### src/rtl/trgc_pkg.sv
// package for the tile row group compressor
// shared packet type, queue sizing and stream code constants; no dependencies
`default_nettype none

package trgc_pkg;

    localparam int MAX_BYTES = 6;
    localparam int LEN_W     = $clog2(MAX_BYTES + 1);
    localparam int POS_W     = $clog2(MAX_BYTES);

    localparam int Q_DEPTH   = 2;
    localparam int Q_IDX_W   = $clog2(Q_DEPTH);
    localparam int Q_CNT_W   = $clog2(Q_DEPTH + 1);

    localparam logic [4:0] REPEAT_LIMIT = 5'd31;
    localparam logic [7:0] GROUP_CODE   = 8'h20;
    localparam logic [7:0] END_MARK     = 8'h00;
    localparam logic [7:0] BYTE_ZERO    = 8'h00;
    localparam logic [7:0] BYTE_ONES    = 8'hFF;

    localparam logic [1:0] MC_SAME = 2'b00;
    localparam logic [1:0] MC_RAW  = 2'b01;
    localparam logic [1:0] MC_ZERO = 2'b10;
    localparam logic [1:0] MC_ONES = 2'b11;

    typedef struct packed {
        logic [MAX_BYTES-1:0][7:0] data;
        logic [LEN_W-1:0]          len;
    } t_pkt;

endpackage

`default_nettype wire

### src/rtl/trgc_front.sv
// front end: accepts rows, keeps row/repeat state and pushes at most one packet per item
// depends on trgc_pkg
`default_nettype none

module trgc_front (
    input  wire logic             i_clk,
    input  wire logic             i_rst_n,
    input  wire logic             i_valid,
    input  wire logic             i_command,
    input  wire logic [7:0]       i_byte0,
    input  wire logic [7:0]       i_byte1,
    input  wire logic [7:0]       i_byte2,
    input  wire logic [7:0]       i_byte3,
    input  wire logic             i_full,
    output logic                  o_ready,
    output logic                  o_push,
    output trgc_pkg::t_pkt        o_pkt
);
    import trgc_pkg::*;

    logic [31:0] r_prev, n_prev;
    logic [4:0]  r_cnt, n_cnt;
    logic        r_seen, n_seen;

    logic [3:0][7:0] b;
    logic [3:0][7:0] raw;
    logic [7:0]      mask;
    logic [7:0]      last;
    logic            last_ok;
    logic [2:0]      nraw;
    logic [2:0]      diff;
    logic [3:0]      dmask;
    logic [3:0]      dbit;
    logic [4:0]      cnt1;
    logic [LEN_W-1:0] pos;
    t_pkt            pkt;
    logic            accept;

    assign b       = {i_byte3, i_byte2, i_byte1, i_byte0};
    assign o_ready = !i_full;
    assign accept  = i_valid && o_ready;

    // mask form and raw byte list
    always_comb begin
        mask    = '0;
        raw     = '0;
        last    = '0;
        last_ok = 1'b0;
        nraw    = '0;
        for (int k = 0; k < 4; k++) begin
            if (b[k] == BYTE_ZERO) begin
                mask[7-2*k -: 2] = MC_ZERO;
            end else if (b[k] == BYTE_ONES) begin
                mask[7-2*k -: 2] = MC_ONES;
            end else if (!last_ok || b[k] != last) begin
                mask[7-2*k -: 2] = MC_RAW;
                last_ok          = 1'b1;
                last             = b[k];
                raw[nraw[1:0]]   = b[k];
                nraw             = nraw + 3'd1;
            end else begin
                mask[7-2*k -: 2] = MC_SAME;
            end
        end
    end

    // group-match differences against the previous row
    always_comb begin
        diff  = '0;
        dmask = '0;
        dbit  = '0;
        for (int k = 0; k < 4; k++) begin
            dbit[k] = (r_prev[8*k +: 8] != b[k]);
            if (dbit[k]) begin
                diff         = diff + 3'd1;
                dmask[3-k]   = 1'b1;
            end
        end
    end

    always_comb begin
        n_prev = r_prev;
        n_cnt  = r_cnt;
        n_seen = r_seen;
        pkt    = '0;
        pos    = '0;
        cnt1   = r_cnt + 5'd1;
        if (i_command) begin
            if (r_cnt != '0) begin
                pkt.data[pos[POS_W-1:0]] = {3'b000, r_cnt};
                pos = pos + LEN_W'(1);
            end
            pkt.data[pos[POS_W-1:0]] = END_MARK;
            pos    = pos + LEN_W'(1);
            n_prev = '0;
            n_cnt  = '0;
            n_seen = 1'b0;
        end else if (r_seen && b == r_prev) begin
            if (cnt1 == REPEAT_LIMIT) begin
                pkt.data[pos[POS_W-1:0]] = {3'b000, cnt1};
                pos   = pos + LEN_W'(1);
                n_cnt = '0;
            end else begin
                n_cnt = cnt1;
            end
        end else begin
            if (r_seen && r_cnt != '0) begin
                pkt.data[pos[POS_W-1:0]] = {3'b000, r_cnt};
                pos = pos + LEN_W'(1);
            end
            n_cnt  = '0;
            n_prev = b;
            n_seen = 1'b1;
            if (r_seen && nraw >= 3'd2 && diff < nraw) begin
                pkt.data[pos[POS_W-1:0]] = GROUP_CODE | {4'b0000, dmask};
                pos = pos + LEN_W'(1);
                for (int k = 0; k < 4; k++) begin
                    if (dbit[k]) begin
                        pkt.data[pos[POS_W-1:0]] = b[k];
                        pos = pos + LEN_W'(1);
                    end
                end
            end else begin
                pkt.data[pos[POS_W-1:0]] = mask;
                pos = pos + LEN_W'(1);
                for (int k = 0; k < 4; k++) begin
                    if (3'(k) < nraw) begin
                        pkt.data[pos[POS_W-1:0]] = raw[k];
                        pos = pos + LEN_W'(1);
                    end
                end
            end
        end
        pkt.len = pos;
    end

    assign o_pkt  = pkt;
    assign o_push = accept && (pos != '0);

    always_ff @(posedge i_clk) begin
        if (!i_rst_n) begin
            r_prev <= '0;
            r_cnt  <= '0;
            r_seen <= 1'b0;
        end else if (accept) begin
            r_prev <= n_prev;
            r_cnt  <= n_cnt;
            r_seen <= n_seen;
        end
    end

    a_cnt_below_limit: assert property (@(posedge i_clk) disable iff (!i_rst_n)
        r_cnt < REPEAT_LIMIT)
        else $error("repeat count held at or above limit");

endmodule

`default_nettype wire

### src/rtl/trgc_queue.sv
// two-entry packet queue between front end and serializer
// depends on trgc_pkg
`default_nettype none

module trgc_queue (
    input  wire logic          i_clk,
    input  wire logic          i_rst_n,
    input  wire logic          i_push,
    input  trgc_pkg::t_pkt     i_pkt,
    input  wire logic          i_pop,
    output logic               o_full,
    output logic               o_empty,
    output trgc_pkg::t_pkt     o_head
);
    import trgc_pkg::*;

    t_pkt               r_mem [Q_DEPTH];
    logic [Q_IDX_W-1:0] r_wr, r_rd;
    logic [Q_CNT_W-1:0] r_cnt;

    assign o_full  = (r_cnt == Q_CNT_W'(Q_DEPTH));
    assign o_empty = (r_cnt == '0);
    assign o_head  = r_mem[r_rd];

    always_ff @(posedge i_clk) begin
        if (i_push) begin
            r_mem[r_wr] <= i_pkt;
        end
    end

    always_ff @(posedge i_clk) begin
        if (!i_rst_n) begin
            r_wr  <= '0;
            r_rd  <= '0;
            r_cnt <= '0;
        end else begin
            if (i_push) begin
                r_wr <= (r_wr == Q_IDX_W'(Q_DEPTH - 1)) ? '0 : r_wr + Q_IDX_W'(1);
            end
            if (i_pop) begin
                r_rd <= (r_rd == Q_IDX_W'(Q_DEPTH - 1)) ? '0 : r_rd + Q_IDX_W'(1);
            end
            case ({i_push, i_pop})
                2'b10:   r_cnt <= r_cnt + Q_CNT_W'(1);
                2'b01:   r_cnt <= r_cnt - Q_CNT_W'(1);
                default: r_cnt <= r_cnt;
            endcase
        end
    end

    a_no_overflow: assert property (@(posedge i_clk) disable iff (!i_rst_n)
        o_full |-> !i_push)
        else $error("push into full queue");

    a_no_underflow: assert property (@(posedge i_clk) disable iff (!i_rst_n)
        o_empty |-> !i_pop)
        else $error("pop from empty queue");

    a_nonempty_len: assert property (@(posedge i_clk) disable iff (!i_rst_n)
        i_push |=> !o_empty)
        else $error("queue empty after a push");

endmodule

`default_nettype wire

### src/rtl/trgc_back.sv
// serializer: sends the head packet one byte per beat and flags its last byte
// depends on trgc_pkg
`default_nettype none

module trgc_back (
    input  wire logic          i_clk,
    input  wire logic          i_rst_n,
    input  wire logic          i_empty,
    input  trgc_pkg::t_pkt     i_head,
    input  wire logic          i_ready,
    output logic               o_valid,
    output logic [7:0]         o_out_byte,
    output logic               o_run_last,
    output logic               o_pop
);
    import trgc_pkg::*;

    logic [LEN_W-1:0] r_idx;

    assign o_valid    = !i_empty;
    assign o_out_byte = i_head.data[r_idx[POS_W-1:0]];
    assign o_run_last = (r_idx == i_head.len - LEN_W'(1));
    assign o_pop      = o_valid && i_ready && o_run_last;

    always_ff @(posedge i_clk) begin
        if (!i_rst_n) begin
            r_idx <= '0;
        end else if (o_valid && i_ready) begin
            r_idx <= o_run_last ? '0 : r_idx + LEN_W'(1);
        end
    end

    a_idx_in_packet: assert property (@(posedge i_clk) disable iff (!i_rst_n)
        o_valid |-> (r_idx < i_head.len))
        else $error("byte index beyond packet length");

endmodule

`default_nettype wire

### src/rtl/tile_row_group_compressor.sv
// top level of the tile row group compressor: front end, packet queue, serializer
// depends on trgc_pkg, trgc_front, trgc_queue, trgc_back
//
//   channel | handshake         | payload
//   --------+-------------------+------------------------------------------
//   input   | i_valid/o_ready   | i_command, i_byte0..i_byte3
//   output  | o_valid/i_ready   | o_out_byte, o_run_last
//
// a row is taken whenever the queue has room; its 0..6 bytes leave
// one per beat while i_ready is high, up to 6 per row
// the single-byte output port limits throughput; rows with no output push nothing
// when the queue is empty, the first byte of a row is offered the cycle after the row is taken
// two packets fit in the queue, the one being sent included; input stalls when both are taken
// reset is synchronous, no clearing pass
`default_nettype none

module tile_row_group_compressor (
    input  wire logic       i_clk,
    input  wire logic       i_rst_n,
    input  wire logic       i_valid,
    output logic            o_ready,
    input  wire logic       i_command,
    input  wire logic [7:0] i_byte0,
    input  wire logic [7:0] i_byte1,
    input  wire logic [7:0] i_byte2,
    input  wire logic [7:0] i_byte3,
    output logic            o_valid,
    input  wire logic       i_ready,
    output logic [7:0]      o_out_byte,
    output logic            o_run_last
);
    import trgc_pkg::*;

    logic full, empty, push, pop;
    t_pkt push_pkt, head_pkt;

    trgc_front u_front (
        .i_clk     (i_clk),
        .i_rst_n   (i_rst_n),
        .i_valid   (i_valid),
        .i_command (i_command),
        .i_byte0   (i_byte0),
        .i_byte1   (i_byte1),
        .i_byte2   (i_byte2),
        .i_byte3   (i_byte3),
        .i_full    (full),
        .o_ready   (o_ready),
        .o_push    (push),
        .o_pkt     (push_pkt)
    );

    trgc_queue u_queue (
        .i_clk   (i_clk),
        .i_rst_n (i_rst_n),
        .i_push  (push),
        .i_pkt   (push_pkt),
        .i_pop   (pop),
        .o_full  (full),
        .o_empty (empty),
        .o_head  (head_pkt)
    );

    trgc_back u_back (
        .i_clk      (i_clk),
        .i_rst_n    (i_rst_n),
        .i_empty    (empty),
        .i_head     (head_pkt),
        .i_ready    (i_ready),
        .o_valid    (o_valid),
        .o_out_byte (o_out_byte),
        .o_run_last (o_run_last),
        .o_pop      (pop)
    );

endmodule

`default_nettype wire

### config.mk
export PLATFORM = sky130hd
export DESIGN_NAME = tile_row_group_compressor
export DESIGN_NICKNAME = d
export VERILOG_FILES = /design/src/rtl/trgc_pkg.sv /design/src/rtl/trgc_front.sv /design/src/rtl/trgc_queue.sv /design/src/rtl/trgc_back.sv /design/src/rtl/tile_row_group_compressor.sv
export SDC_FILE = /design/constraint.sdc
export NUM_CORES = 1
export LEC_CHECK = 0
export BUFFER_PORTS_ARGS = -buffer_cell sky130_fd_sc_hd__buf_4
export CAP_MARGIN = 10
export CELL_PAD_IN_SITES_DETAIL_PLACEMENT = 1
export CELL_PAD_IN_SITES_GLOBAL_PLACEMENT = 1
export CORE_ASPECT_RATIO = 0.75
export CORE_MARGIN = 3
export CORE_UTILIZATION = 49
export DETAILED_ROUTE_END_ITERATION = 10
export PLACE_DENSITY = 0.88
export REMOVE_ABC_BUFFERS = 1
export SYNTH_ARGS = -nofsm -noshare
export SYNTH_HDL_FRONTEND = slang
export SYNTH_SLANG_ARGS = --single-unit
### constraint.sdc
create_clock -name i_clk -period 11.7 [get_ports i_clk]
set_input_delay 1.17 -clock i_clk [delete_from_list [all_inputs] [get_ports i_clk]]
set_output_delay 1.17 -clock i_clk [all_outputs]
set_load 0.02 [all_outputs]
==> out/qor.yml <==
synth:
  synth_top_area_share_pct: 24.96
  synthTopCellsByArea: "edfxtp_1, dfxtp_1, mux2i_1"
  synth-edff-count: 102
  netlist_area_mm2: 0.01227
  synthFlopType: "edfxtp_1"
  ys_seq_area_share_pct: 32.46
  postSynthAreaPerCell_um2: 8.692
  yosys_register_bits: 148
  postSynth.asyncResetShare_pct: 0
  ys_warn_count: 0
  synthCells: 1412
  yosysUniqueCellTypes: 89
  synth_top_cell_by_area: "edfxtp_1"
cts:
  cts-root-buf: "clkbuf_16"
  tritoncts: "yes"
  cts_resized: 0
  clk_pin_slew_worst_paths_ns: 0.07
  htreeDepth: 4
  cts_made_buffers: 17
  cts_hold_buffers: 0
  post-cts-setup-buffers: 0
  clock-sinks: 148
  clock_latency_ns: 0.45
  clk_path_buf_depth: 2
timing:
  hold_viol: 0
  fin_setup_tns_ns: 0
  finalClockSkew_ns: 0.01171
  fin_crit_sh_pct: 87.07
  fin_crit_ns: 10.19
  tightest_slew_ns: 1.194
  rsz0062_at_grt: "no"
  setup_viol: 0
  slew_headroom_pct: 20.12
  drv_slew: 0
  maxClockFrequency_ghz: 0.09816
place:
  dpl_cell_area_mm2: 0.01267
  port_buffers: 47
  dp_hpwl_um: 37090
  place_congestion: 1.063
final_layout:
  drive_gt1_share_pct: 11.63
  fillerInstances: 2832
  area_growth_pct: 7.850
  finalInstanceArea_mm2: 0.01324
  final_cell_mix: "nor2_1, edfxtp_1, nand2_1"
  n_antenna_cell: 0
  nNetsFinal: 1439
  final_common_cell: "nor2_1"
flow_run:
  maxCapViolCount: 0
route:
  drtIter0Drc: 2261
  routed_wl_um: 51190
  first_pass_iters: 8
  drt-vias-per-instance: 7.479
  drc: 0
  post_drt_wl_per_cell_um: 29.85
  ant_nets: 0
  num_vias: 12830
critical_path:
  required_ns: 11.86
  cp_top_family: "simple AND/OR/NAND/NOR gates"
  crit_buf_inv: 3
  worst_setup_path_end_kind: "register"
  worstPathArrival_ns: 10.35
  critPathMaxStageDelay_ns: 0.83
  slowest_stage: "a21oi_2"
  regToRegEndpoint: "u_queue.r_mem[0][9]$_DFFE_PP_"
  worstPathMaxFanout: 22
  crit_chain: "buf_4 > nor4_1 > nand2_1 > nand2_1 > o2111a_1 > a21o_1 > o22ai_2 > a21oi_2 > a32oi_1 > mux2_2 > nand4b_1 > nand2_1 > and2_1 > fa_1 > buf_4 > inv_1 > ha_1 > o41ai_1 > nor4_1 > mux2i_1 > nand2_1 > nor2_2 > a311oi_1 > o31ai_1"
  timing.rr.start: "u_front.r_cnt[0]$_SDFFE_PN0P_"
  cp.depth: 24
  setup.worst_path.class: "in -> reg"
  startpoint_type: "input pin"
  reg2reg_slack_ns: 4.73
  worst_r2r_path_depth: 18
  cp_common_cell: "nand2_1"
min_path:
  hp-start: "u_front.r_prev[9]$_SDFFE_PN0P_"
  hold_depth: 1
  hp-class: "reg -> reg"
  hold_end: "u_front.r_prev[9]$_SDFFE_PN0P_"
global_routing:
  grt_pass1_wl_um: 77540
  antenna_found_initial: 2
  grt_pass1_vias: 12350
  grt_max_degree: 55
  grt.total_usage_pct: 37.59
  grt_overflow_total: 0
floorplanning:
  start_util_pct: 50.55
  die_y_um: 143.1
  die_x_um: 188.7
  dieArea_mm2: 0.02700
  ios: 48
  rows: 49
  core-area_mm2: 0.02428
status:
  outcome: "completed"
pwr:
  power_density_mw_per_mm2: 152.4
  peakVddDrop_v: 0.0001206
  leakagePower_nw: 4.967
[sequential cells by signal, summed over array words and instances, names as in the netlist, named ones only]
signal / count
u_queue.r_cnt: 2
u_queue.r_rd: 1
u_front.r_prev: 32
u_front.r_seen: 1
u_back.r_idx: 3
u_queue.r_mem: 102
u_queue.r_wr: 1
u_front.r_cnt: 5
[logic make-up (layout without fill, tap and decap cells)]
group	after synthesis	in the layout	synth area share [%]
buf+inv	184	156	6.147
fa+ha+maj	31	31	3.283
mux	102	102	10.89
simple gates	456	456	18.07
compound gates	436	436	25.17
flops	148	148	32.46
xor+xnor	55	55	3.986
[layout make-up]
| type | instances | area [µm²] | share of cell area (%) |
|---|---|---|---|
| clock buffer | 17 | 425.4 | 3.214 |
| clock inverter | 15 | 136.4 | 1.030 |
| inverter | 59 | 224.0 | 1.692 |
| multi-input combinational | 1080 | 7564 | 57.14 |
| sequential | 148 | 3985 | 30.11 |
| tap | 331 | 414.1 | 3.129 |
| timing repair buffer | 65 | 488.0 | 3.687 |
[how the worst max path moves through the flow]
stage | startpoint | end | slack [ns]
floorplan | i_byte0[2] | u_queue.r_mem[0][0]$_DFFE_PP_ | 2.22
global placement | i_byte0[2] | u_queue.r_mem[0][18]$_DFFE_PP_ | 2.22
detailed placement | i_byte0[2] | u_queue.r_mem[0][10]$_DFFE_PP_ | 1.58
CTS | i_byte0[2] | u_queue.r_mem[0][50]$_DFFE_PP_ | 2.00
global route | i_byte0[2] | u_queue.r_mem[0][31]$_DFFE_PP_ | 1.33
finish | i_byte0[2] | u_queue.r_mem[0][9]$_DFFE_PP_ | 1.51
[synthesized netlist by cell type (all sizes together), types with 24 or more instances]
cell,n
a211oi,65
a21oi,72
a22o,35
buf,34
clkbuf,91
dfxtp,46
edfxtp,102
ha,29
inv,58
mux2i,69
mux4,24
nand2,80
nand3,50
nand4,30
nor2,159
nor3,46
o21ai,76
xnor2,32
[worst register-to-register path, cell delays in order (launching register included)]
cell      delay [ns]
dfxtp_1         0.42
inv_1           0.22
ha_1            0.17
nor4b_1         0.33
nand2b_1        0.16
buf_4           0.42
clkinv_1        0.42
buf_4           0.34
fa_1            0.49
buf_4           0.21
inv_1           0.19
ha_1            0.21
o41ai_1         0.08
nor4_1          0.39
mux2i_1         0.73
nand2_1         0.45
nor2_2          0.63
a311oi_1        0.20
o31ai_1         0.63
[stage by stage]
step / instances / power, mW / hold slack, ns / worst slack [ns] / utilization [%]
3_3_place_gp: 1682 / 1.414 / 0.4757 / 2.224 / 52.17
2_1_floorplan: 1287 / 1.191 / 0.4621 / 2.222 / -
3_5_place_dp: 1682 / 1.454 / 0.4808 / 1.585 / 52.17
5_1_grt: 1715 / 2.084 / 0.5142 / 1.334 / 54.52
6_report: 1715 / 2.017 / 0.4992 / 1.512 / 54.52
4_1_cts: 1714 / 1.997 / 0.5009 / 1.999 / 54.49
[power breakdown]
group | switching (mW) | internal [mW]
clock | 0.257 | 0.280
combinational | 0.475 | 0.263
sequential | 0.0476 | 0.694
[metal layers]
| layer | global-route usage (%) | routed length, µm |
|---|---|---|
| met5 | 0 | 27 |
| met4 | 14.45 | 2407 |
| met3 | 12.29 | 7197 |
| met2 | 55.22 | 21400 |
| met1 | 51.66 | 20170 |
(Power assumes the default switching activity.)
